$ cat src/design/ssmc_pkg.sv
// Shared constants, class codes and helper functions of the matting cost block.
`default_nettype none
package ssmc_pkg;

  localparam int MAX_WIDTH    = 64;
  localparam int MAX_HEIGHT   = 64;
  localparam int MAX_SAMPLES  = 32;
  localparam int ALPHA_LEVELS = 11;
  localparam int ALPHA_D      = ALPHA_LEVELS - 1;
  localparam int BEST_KEPT    = 10;
  localparam int UNIQ_THR     = 3;

  localparam int STORE_DEPTH = MAX_WIDTH * MAX_HEIGHT;
  localparam int STORE_AW    = $clog2(STORE_DEPTH);
  localparam int LIST_AW     = $clog2(MAX_SAMPLES);
  localparam int TOTAL_W     = $clog2(MAX_SAMPLES + 1);

  localparam int ERR_W   = 25;
  localparam int SQ_IN_W = 34;
  localparam int SQ_OUT_W = SQ_IN_W / 2;

  // Reciprocal division: q = (v * floor(2^DIV_SHIFT / d)) >> DIV_SHIFT, then one correction.
  localparam int DIV_SHIFT = 27;
  localparam int DIV_PAIR  = ALPHA_D * BEST_KEPT;
  localparam logic [23:0] RECIP_D    = 24'((64'd1 << DIV_SHIFT) / ALPHA_D);
  localparam logic [23:0] RECIP_PAIR = 24'((64'd1 << DIV_SHIFT) / DIV_PAIR);

  localparam logic [1:0] CLS_UNKNOWN = 2'd0;
  localparam logic [1:0] CLS_BG      = 2'd1;
  localparam logic [1:0] CLS_FG      = 2'd2;

  localparam logic [1:0] CFG_IMAGE_WIDTH  = 2'd0;
  localparam logic [1:0] CFG_IMAGE_HEIGHT = 2'd1;
  localparam logic [1:0] CFG_SAMPLE_COUNT = 2'd2;
  localparam logic [1:0] CFG_COST_LIMIT   = 2'd3;

  typedef logic [23:0] color_t;
  typedef logic [ERR_W-1:0] err_t;

  function automatic logic [1:0] trimap_class(input logic [7:0] t);
    logic [1:0] k;
    if (t == 8'd0) begin
      k = CLS_BG;
    end else if (t == 8'd255 || t == 8'd2) begin
      k = CLS_FG;
    end else begin
      k = CLS_UNKNOWN;
    end
    return k;
  endfunction

  function automatic logic [9:0] l1_dist(input color_t p, input color_t q);
    logic [9:0] s;
    s = '0;
    for (int c = 0; c < 3; c++) begin
      if (p[8*c +: 8] > q[8*c +: 8]) begin
        s = s + 10'(p[8*c +: 8] - q[8*c +: 8]);
      end else begin
        s = s + 10'(q[8*c +: 8] - p[8*c +: 8]);
      end
    end
    return s;
  endfunction

  // D*pix - a*fg - (D-a)*bg for one channel.
  function automatic logic signed [13:0] blend_err(input logic [7:0] p, input logic [7:0] f,
                                                   input logic [7:0] b, input logic [3:0] a);
    logic [11:0] tp;
    logic [11:0] tf;
    logic [11:0] tb;
    tp = 12'(p) * 12'(ALPHA_D);
    tf = 12'(f) * 12'(a);
    tb = 12'(b) * 12'(4'(ALPHA_D) - a);
    return signed'({2'b00, tp}) - signed'({2'b00, tf}) - signed'({2'b00, tb});
  endfunction

endpackage
`default_nettype wire

$ cat src/design/ssmc_isqrt.sv
// Bit-serial integer square root, two radicand bits per cycle.
`default_nettype none
module ssmc_isqrt import ssmc_pkg::*; (
  input  wire logic                clk,
  input  wire logic                rst,
  input  wire logic                start,
  input  wire logic [SQ_IN_W-1:0]  value,
  output logic                     done,
  output logic [SQ_OUT_W-1:0]      root
);

  localparam int REM_W = SQ_OUT_W + 2;
  localparam int CNT_W = $clog2(SQ_OUT_W + 1);

  logic [SQ_IN_W-1:0]  rad;
  logic [REM_W-1:0]    rem;
  logic [CNT_W-1:0]    cnt;
  logic                run;
  logic [REM_W+1:0]    rem_sh;
  logic [REM_W+1:0]    trial;
  logic                fits;

  assign rem_sh = {rem, rad[SQ_IN_W-1 -: 2]};
  assign trial  = (REM_W + 2)'({root, 2'b01});
  assign fits   = rem_sh >= trial;

  always_ff @(posedge clk) begin
    if (rst) begin
      run  <= 1'b0;
      done <= 1'b0;
      cnt  <= '0;
    end else begin
      done <= run && !start && (cnt == CNT_W'(SQ_OUT_W - 1));
      if (start) begin
        run <= 1'b1;
        cnt <= '0;
      end else if (run) begin
        cnt <= cnt + 1'b1;
        if (cnt == CNT_W'(SQ_OUT_W - 1)) begin
          run <= 1'b0;
        end
      end
    end
  end

  always_ff @(posedge clk) begin
    if (start) begin
      rad  <= value;
      rem  <= '0;
      root <= '0;
    end else if (run) begin
      rad <= {rad[SQ_IN_W-3:0], 2'b00};
      if (fits) begin
        rem  <= REM_W'(rem_sh - trial);
        root <= {root[SQ_OUT_W-2:0], 1'b1};
      end else begin
        rem  <= REM_W'(rem_sh);
        root <= {root[SQ_OUT_W-2:0], 1'b0};
      end
    end
  end

endmodule
`default_nettype wire

$ cat config.mk
export PLATFORM = sky130hd
export DESIGN_NAME = ssmc_isqrt
export DESIGN_NICKNAME = d
export VERILOG_FILES = /design/src/design/ssmc_pkg.sv /design/src/design/ssmc_isqrt.sv
export SDC_FILE = /design/constraint.sdc
export NUM_CORES = 1
export LEC_CHECK = 0
export ABC_AREA = 1
export BUFFER_PORTS_ARGS = -buffer_cell sky130_fd_sc_hd__buf_2
export CELL_PAD_IN_SITES_DETAIL_PLACEMENT = 1
export CELL_PAD_IN_SITES_GLOBAL_PLACEMENT = 1
export CORE_AREA = 3 3 103 105
export DETAILED_ROUTE_END_ITERATION = 8
export DIE_AREA = 0 0 106 108
export GPL_TIMING_DRIVEN = 0
export PLACE_DENSITY_LB_ADDON = 0.08
export SLEW_MARGIN = 20
export SYNTH_ARGS = -nofsm -noshare
export SYNTH_HDL_FRONTEND = slang
export SYNTH_SLANG_ARGS = --single-unit
$ cat constraint.sdc
create_clock -name clk -period 3.5 [get_ports clk]
set_input_delay 0.525 -clock clk [delete_from_list [all_inputs] [get_ports clk]]
set_output_delay 0.525 -clock clk [all_outputs]
set_load 0.01 [all_outputs]
### After elaboration in Yosys (flattened, before gate mapping)

Index checks and enable logic that the tools add are counted.

| storage, ports and cells | value |
|---|---|
| bits in registers | 77 |

| operators by class | value |
|---|---|
| add/subtract/negate cells | 2 |
| magnitude comparators | 1 |
| equal/unequal tests | 1 |
| mux-type cells | 7 |
| reduce and logical (&&, ||, !) cells | 5 |

Operator list:

| operator | number |
|---|---|
| 34-bit two-way mux | 2 |
| 21-bit by 19-bit greater-or-equal comparator with 1-bit output | 1 |
| 19-bit two-way mux | 1 |
| 19-bit subtractor | 1 |
| 5-bit by 1-bit adder with 5-bit output, second input constant | 1 |
| 5-bit equality test, second input constant | 1 |
| 1-bit two-way mux | 4 |
| 1-bit logical AND | 2 |
| 2-bit nonzero test | 1 |
| 2-bit OR reduction | 1 |
| 1-bit zero test | 1 |

### Logic depth before layout (Yosys ltp)

Gate-level depths: netlist (run 1).

| logic depth | value |
|---|---|
| word-level depth | 4 |
| gate-level depth with buffers | 15 |
| depth with buffers taken out | 14 |

### Least setup slack after synthesis (run 1)

No wires, ideal clock.

| timing path | value |
|---|---|
| path type | input to register |
| start point | input start |
| end point | register rad[0], enable pin |
| arrival time | 1851 ps |
| required time | 3088 ps |
| slack | 1238 ps |
| stages | 3 |
| path buffers | 1 |
| path through | nor2_1 clkinv_1 clkbuf_1 |

| on the way | value |
|---|---|
| cells in the longest elaborated chain, start to end | 1 |

RTL lines:

| element | line | source |
|---|---|---|
| start, declared | ssmc_isqrt.sv:6 | `input wire logic start,` |
| 2-bit nonzero test (no line) | n/a |  |
| end signal, assigned | ssmc_isqrt.sv:48 | `rad <= value;` |
| end signal, assigned | ssmc_isqrt.sv:52 | `rad <= {rad[SQ_IN_W-3:0], 2'b00};` |
| end, declared | ssmc_isqrt.sv:15 | `logic [SQ_IN_W-1:0] rad;` |

Every way passes these cells.
A chain may end at the register's enable or synchronous reset.

### Worst setup path after layout (run 1)

| timing path | value |
|---|---|
| start point | register root[13] |
| end point | register rem[15] |

| on the way | value |
|---|---|
| cells in the longest elaborated chain, start to end | 2 |

RTL lines:

| element | line | source |
|---|---|---|
| start, declared | ssmc_isqrt.sv:9 | `output logic [SQ_OUT_W-1:0] root` |
| start signal, assigned | ssmc_isqrt.sv:55 | `root <= {root[SQ_OUT_W-2:0], 1'b1};` |
| start signal, assigned | ssmc_isqrt.sv:58 | `root <= {root[SQ_OUT_W-2:0], 1'b0};` |
| 19-bit subtractor or 21-bit by 19-bit greater-or-equal comparator with 1-bit output (tied branches) | ssmc_isqrt.sv:54, ssmc_isqrt.sv:25 |  |
| 19-bit two-way mux (*) | ssmc_isqrt.sv:53 | `if (fits) begin` |
| end signal, assigned | ssmc_isqrt.sv:54 | `rem <= REM_W'(rem_sh - trial);` |
| end signal, assigned | ssmc_isqrt.sv:57 | `rem <= REM_W'(rem_sh);` |
| end, declared | ssmc_isqrt.sv:16 | `logic [REM_W-1:0] rem;` |

Every way passes the cells marked *; elsewhere a longest branch is shown, timed or not.

==> results of run 1 <==
==> per-layer routing <==
layer  wire length [um]  up-vias  track usage
met5                  0        -            0
met4                193        0      0.07216
met3                471       17      0.04358
met2               6267       75       0.4158
met1               5210     1891       0.2592
li1                   -     2048            -
==> cell type report <==
type,instances,share of cell area
sequential,77,0.3705
clock buffer,10,0.02513
tap,133,0.03277
buffer,17,0.02020
clock inverter,6,0.01404
timing repair buffer,55,0.05716
multi-input combinational,431,0.4203
inverter,81,0.05987
==> synthesized netlist by cell type <==
master,n
buf_6,1
inv_1,74
xor2_1,3
o21ai_0,5
nor3_2,1
ha_1,21
nor4_1,1
nor2_1,24
nand4_1,1
xnor2_1,6
buf_2,2
o211ai_1,1
clkbuf_1,9
dfxtp_1,43
edfxtp_1,34
inv_2,5
nor3b_1,1
o22ai_1,16
nand2_4,3
buf_1,1
nor3_1,6
a31oi_1,1
nor2_2,1
nand3_1,31
nand3_2,1
nand3b_1,21
nand2_2,9
and2_1,1
a21oi_1,15
a211oi_1,1
a21oi_2,1
buf_4,3
o21a_1,1
nor2_4,1
clkinv_1,2
buf_12,1
nand2_1,258
==> state kept, by name (all words and copies together) (netlist names) <==
signal and count:
run 1, rad 34, cnt 5, root 17, rem 19, done 1
==> stage by stage <==
stage            util  std cells  hold WS, ps  total power [mW]  cell area (um^2)
2_1_floorplan       -        606        426.5             3.095              4422
3_3_place_gp   0.4994        793        441.9             3.645              4858
3_5_place_dp   0.5015        794        441.5             3.741              4880
4_1_cts        0.5220        810        316.5             4.472              5079
5_1_grt        0.5220        810        316.3             4.857              5079
6_report       0.5220        810        332.2             4.439              5079
==> cell families (layout without fill, tap and decap cells) <==
| logic type | after synthesis | in the layout |
|---|---|---|
| AO/OA/AOI/OAI | 41 | 41 |
| XOR/XNOR | 9 | 9 |
| buffers and inverters | 98 | 169 |
| AND/OR/NAND/NOR | 360 | 360 |
| flip-flops | 77 | 77 |
| adder cells (fa/ha/maj) | 21 | 21 |
==> worst paths after layout <==
check / depth (start not counted) / slack (ps) / start / end
max: 13 / 1210 / root[13] / rem[15]
min: 2 / 330 / rst / done
max reg2reg: 13 / 1210 / root[13] / rem[15]
min reg2reg: 2 / 460 / rem[18] / rem[18]
==> power breakdown <==
part           leakage, nW  switching (mW)  total (mW)  internal, mW
Combinational         1.81            1.67        2.60         0.930
Sequential           0.699          0.0676        1.13          1.06
Clock                0.100           0.372       0.709         0.338
==> results.json, run 1 <==
{
  "drtPass1Iterations": 4,
  "grt_pass1_wl_um": 20070,
  "worst_pin_slew_ps": 650.8,
  "crit_path_end_kind": "register",
  "tns_ps": 0,
  "cts_tree": "built",
  "period_needed_ps": 2286,
  "grt.total_usage": 0.2238,
  "synth_top_area_frac": 0.2309,
  "antenna_found_initial": 0,
  "dieArea_um2": 11450,
  "viasPerCell": 4.977,
  "drc_errors": 0,
  "netlist_area_um2": 4422,
  "io_pins": 55,
  "hold_path.class": "in2reg",
  "clk_latency_ps": 370,
  "setup_viol": 0,
  "synthAdderAreaFrac": 0.05942,
  "postSynthCellCount": 606,
  "grt_max_degree": 33,
  "synth_xor_area_frac": 0.01783,
  "path_cells": "inv_1 > ha_1 > nand2_1 > inv_2 > nand2_1 > nor2_2 > nand3_1 > nand2_1 > nor2_4 > buf_4 > nand3b_1 > nand3_1 > nand2_1",
  "grt_setup_unrepaired": "false",
  "die_x_um": 106,
  "place_ws_ps": 1186,
  "ctsLongestPathBuffers": 2,
  "synth_top_family_by_area": "simple AND/OR/NAND/NOR gates",
  "cts_post_setup_buffers_inserted": 0,
  "multi_input_area_um2": 2135,
  "mostFrequentLayoutCell": "nand2_1",
  "crit_required_ps": 3760,
  "initial_core_util": 0.4545,
  "skew_ps": 14.42,
  "yosysSeqAreaShare": 0.4256,
  "detail_route.wl_per_cell_um": 14.99,
  "fillers": 1321,
  "core-area_um2": 9729,
  "path_clk_slew_ps": 90,
  "diodes": 0,
  "hold_buffers": 0,
  "grt.overflow.total": 0,
  "htreeDepth": 3,
  "grt_pass1_vias": 4279,
  "slowest_stage": "ha_1",
  "drtAntennaViolNets": 0,
  "nNetsFinal": 730,
  "synth_nets": 664,
  "drtIter0Drc": 108,
  "yosysWarnings": 0,
  "cp_top_family": "simple AND/OR/NAND/NOR gates",
  "synth.area.mux_share": 0,
  "portBuffers": 54,
  "dp_hpwl_um": 9334,
  "cp_max_fo": 10,
  "rows": 36,
  "leakage_nw": 2.614,
  "post-route-period-util": 0.6530,
  "area_delta_synth_final_pct": 14.86,
  "critPathMostFrequentCell": "nand2_1",
  "root_buffer": "clkbuf_8",
  "final-seq-area_um2": 1882,
  "synth_compound_gate_area_share": 0.05376,
  "p_per_area_nw_per_um2": 874.1,
  "maxCapViolations": 0,
  "yosys.cell_types.count": 37,
  "timing.slew.headroom": 0.5661,
  "critPathMaxStageDelay_ps": 380,
  "setup_ws_ps": 1214,
  "peakVddDrop_v": 0.0003054,
  "synth-simple-area-share": 0.3517,
  "clock.fmax_mhz": 437.5,
  "gp_congestion": 0.8982,
  "wirelength_um": 12140,
  "die_h_um": 108,
  "status": "finished clean",
  "dr_total_vias": 4031,
  "clock-sinks": 77,
  "synth_area_leaders": "edfxtp_1, nand2_1, dfxtp_1",
  "crit_type": "reg2reg",
  "final_cell_mix": "nand2_1, inv_1, buf_2",
  "post_cts_resized": 0,
  "ys_seq_elements": 77,
  "syn_avg_cell_area_um2": 7.297,
  "slew_violations": 0,
  "synth_area_leader_cell": "edfxtp_1",
  "numCtsBuffers": 9,
  "arrival_ps": 2550,
  "drive_above_1_share": 0.1462,
  "path_buf_inv": 3,
  "startpoint_type": "register",
  "hold_viol_final": 0
}
Power figures use the tool's default switching activity.
==> run 2, diff against run 1 <==
--- a/config.mk
+++ b/config.mk
@@ -9,9 +9,9 @@
 export BUFFER_PORTS_ARGS = -buffer_cell sky130_fd_sc_hd__buf_2
 export CELL_PAD_IN_SITES_DETAIL_PLACEMENT = 1
 export CELL_PAD_IN_SITES_GLOBAL_PLACEMENT = 1
-export CORE_AREA = 3 3 103 105
+export CORE_AREA = 3 3 112 114
 export DETAILED_ROUTE_END_ITERATION = 8
-export DIE_AREA = 0 0 106 108
+export DIE_AREA = 0 0 115 117
 export GPL_TIMING_DRIVEN = 0
 export PLACE_DENSITY_LB_ADDON = 0.08
 export SLEW_MARGIN = 20
==> constraint.sdc (replaced) <==
create_clock -name clk -period 1.8 [get_ports clk]
set_input_delay 0.27 -clock clk [delete_from_list [all_inputs] [get_ports clk]]
set_output_delay 0.27 -clock clk [all_outputs]
set_load 0.01 [all_outputs]
==> results.json, run 2 (synthesis results as in run 1) <==
{
  "status": "finished with violations",
  "violations": "negative setup slack",
  "grtUsageMet3": 0.04165,
  "top_regs": "rad (34), rem (19), root (17)",
  "grt.overflow.total": 0,
  "p_sw_mw": 5.213,
  "grt_pass1_wl_um": 20790,
  "power_frac_comb": 0.642,
  "die_h_um": 117,
  "crit_required_ps": 2040,
  "grtUsageMet1": 0.2357,
  "place_ws_ps": -359.2,
  "largest_reg_flops": 34,
  "post-route-period-util": 1.063,
  "viasPerCell": 4.936,
  "maxCapViolations": 0,
  "worst_pin_slew_ps": 593.6,
  "diodes": 0,
  "clock.fmax_mhz": 522.7,
  "final_cell_mix": "nand2_1, buf_2, inv_1",
  "p_seq_frac": 0.195,
  "timing.slew.headroom": 0.6043,
  "root_buffer": "clkbuf_16",
  "clockPowerShare": 0.163,
  "top_register": "rad",
  "nNetsFinal": 759,
  "ctsLongestPathBuffers": 2,
  "core-area_um2": 11520,
  "initial_core_util": 0.3840,
  "arrival_ps": 2160,
  "crit_type": "reg2reg",
  "slew_violations": 0,
  "detail_route.wl_per_cell_um": 15.94,
  "drive_above_1_share": 0.3177,
  "crit_path_end_kind": "register",
  "p_sw_frac": 0.4455,
  "grt_max_degree": 44,
  "dp_hpwl_um": 9018,
  "setup_viol": 20,
  "gp_congestion": 0.8210,
  "hold_path.class": "in2reg",
  "period_needed_ps": 1913,
  "io_pins": 55,
  "dr_total_vias": 4186,
  "hold_viol_final": 0,
  "drc_errors": 0,
  "setup_ws_ps": -113.1,
  "fillers": 1413,
  "cts_tree": "built",
  "drtAntennaViolNets": 0,
  "portBuffers": 54,
  "p_per_area_nw_per_um2": 1967,
  "skew_ps": 4.583,
  "die_x_um": 115,
  "drtPass1Iterations": 4,
  "clock-sinks": 77,
  "met2_usage": 0.3522,
  "hold_buffers": 0,
  "clk_latency_ps": 340,
  "dieArea_um2": 13460,
  "grt.total_usage": 0.1980,
  "htreeDepth": 3,
  "power_mw": 11.70,
  "numCtsBuffers": 9,
  "cp_max_fo": 5,
  "antenna_found_initial": 0,
  "drtIter0Drc": 205,
  "path_clk_slew_ps": 60,
  "rows": 39,
  "mostFrequentLayoutCell": "nand2_1",
  "grt_setup_unrepaired": "true",
  "grt_pass1_vias": 4287,
  "busiest_layer": "met2",
  "startpoint_type": "register",
  "intPower_mw": 6.489,
  "leakage_nw": 2.878,
  "peakVddDrop_v": 0.0007224,
  "area_delta_synth_final_pct": 34.55,
  "wirelength_um": 13510
}
## run 2: cell types whose count changed in the layout (fill, tap and decap cells not counted), sizes merged
cell / previous run / this run
buf: 63 / 91
bufinv: 1 / 2
clkinv: 5 / 4
clkbuf: 19 / 20
clkinvlp: 0 / 1
inv: 81 / 79
## run 2: layer usage
metal	share of wire	vias to the layer above
li1	-	2109
met1	0.43	1977
met2	0.51	77
met3	0.033	23
met4	0.021	0
met5	0	-
## run 2: path summary, 6_finish.rpt
check           from       to  slack (ps)  cells after the start
max          root[8]  rem[18]        -110                     15
min              rst     done         110                      2
max reg2reg  root[8]  rem[18]        -110                     15
min reg2reg  rem[17]  rem[17]         460                      2
## run 2: what timing repair did
item	in CTS	in global routing
buffers inserted	21	8
endpoints found under the setup margin	63	64
gates cloned	1	2
pin swaps	18	20
hold endpoints to repair	0	0
resized for setup	62	52
## run 2: worst max-delay path, cell delays in order, from the launching register on
cell and delay [ps]:
dfxtp_2 340, inv_4 50, ha_4 260, nand2_2 60
nand2_2 60, nand2_2 90, nand2_4 70, a21oi_4 200
nand2_4 120, nand2_8 120, nand2_8 80, buf_12 150
nand2_8 60, nand2_2 40, nand2_1 60, nand2_1 40
## run 2: stage by stage
stage / area (um^2) / hold WS [ps] / util / cells / TNS (ps)
floorplan: 4601 / 349.2 / - / 606 / 0
global placement: 5050 / 442.2 / 0.4385 / 803 / -16240
detailed placement: 5050 / 451.2 / 0.4385 / 803 / -18080
CTS: 5704 / 96.64 / 0.4953 / 839 / -355.0
global route: 5949 / 95.56 / 0.5166 / 848 / -3811
finish: 5949 / 105.2 / 0.5166 / 848 / -1775
## run 2: power by group through the flow
stage | clock network (mW) | registers, mW | logic, mW
global placement | 0 | 2.27 | 5.13
finish | 1.91 | 2.28 | 7.52
global route | 2.04 | 2.30 | 8.14
floorplan | 0 | 2.24 | 3.97
detailed placement | 0 | 2.28 | 5.22
CTS | 1.95 | 2.26 | 6.34
## run 2: layout make-up
cell class / instances / area, um^2 / share of cell area
clock inverters: 5 / 76.32 / 0.01283
clock buffers: 10 / 229.0 / 0.03849
repair buffers: 84 / 546.8 / 0.09190
inverters: 81 / 311.5 / 0.05237
plain buffers: 17 / 125.1 / 0.02103
flip-flops and latches: 77 / 1908 / 0.3207
well taps: 143 / 178.9 / 0.03007
multi-input cells: 431 / 2574 / 0.4326
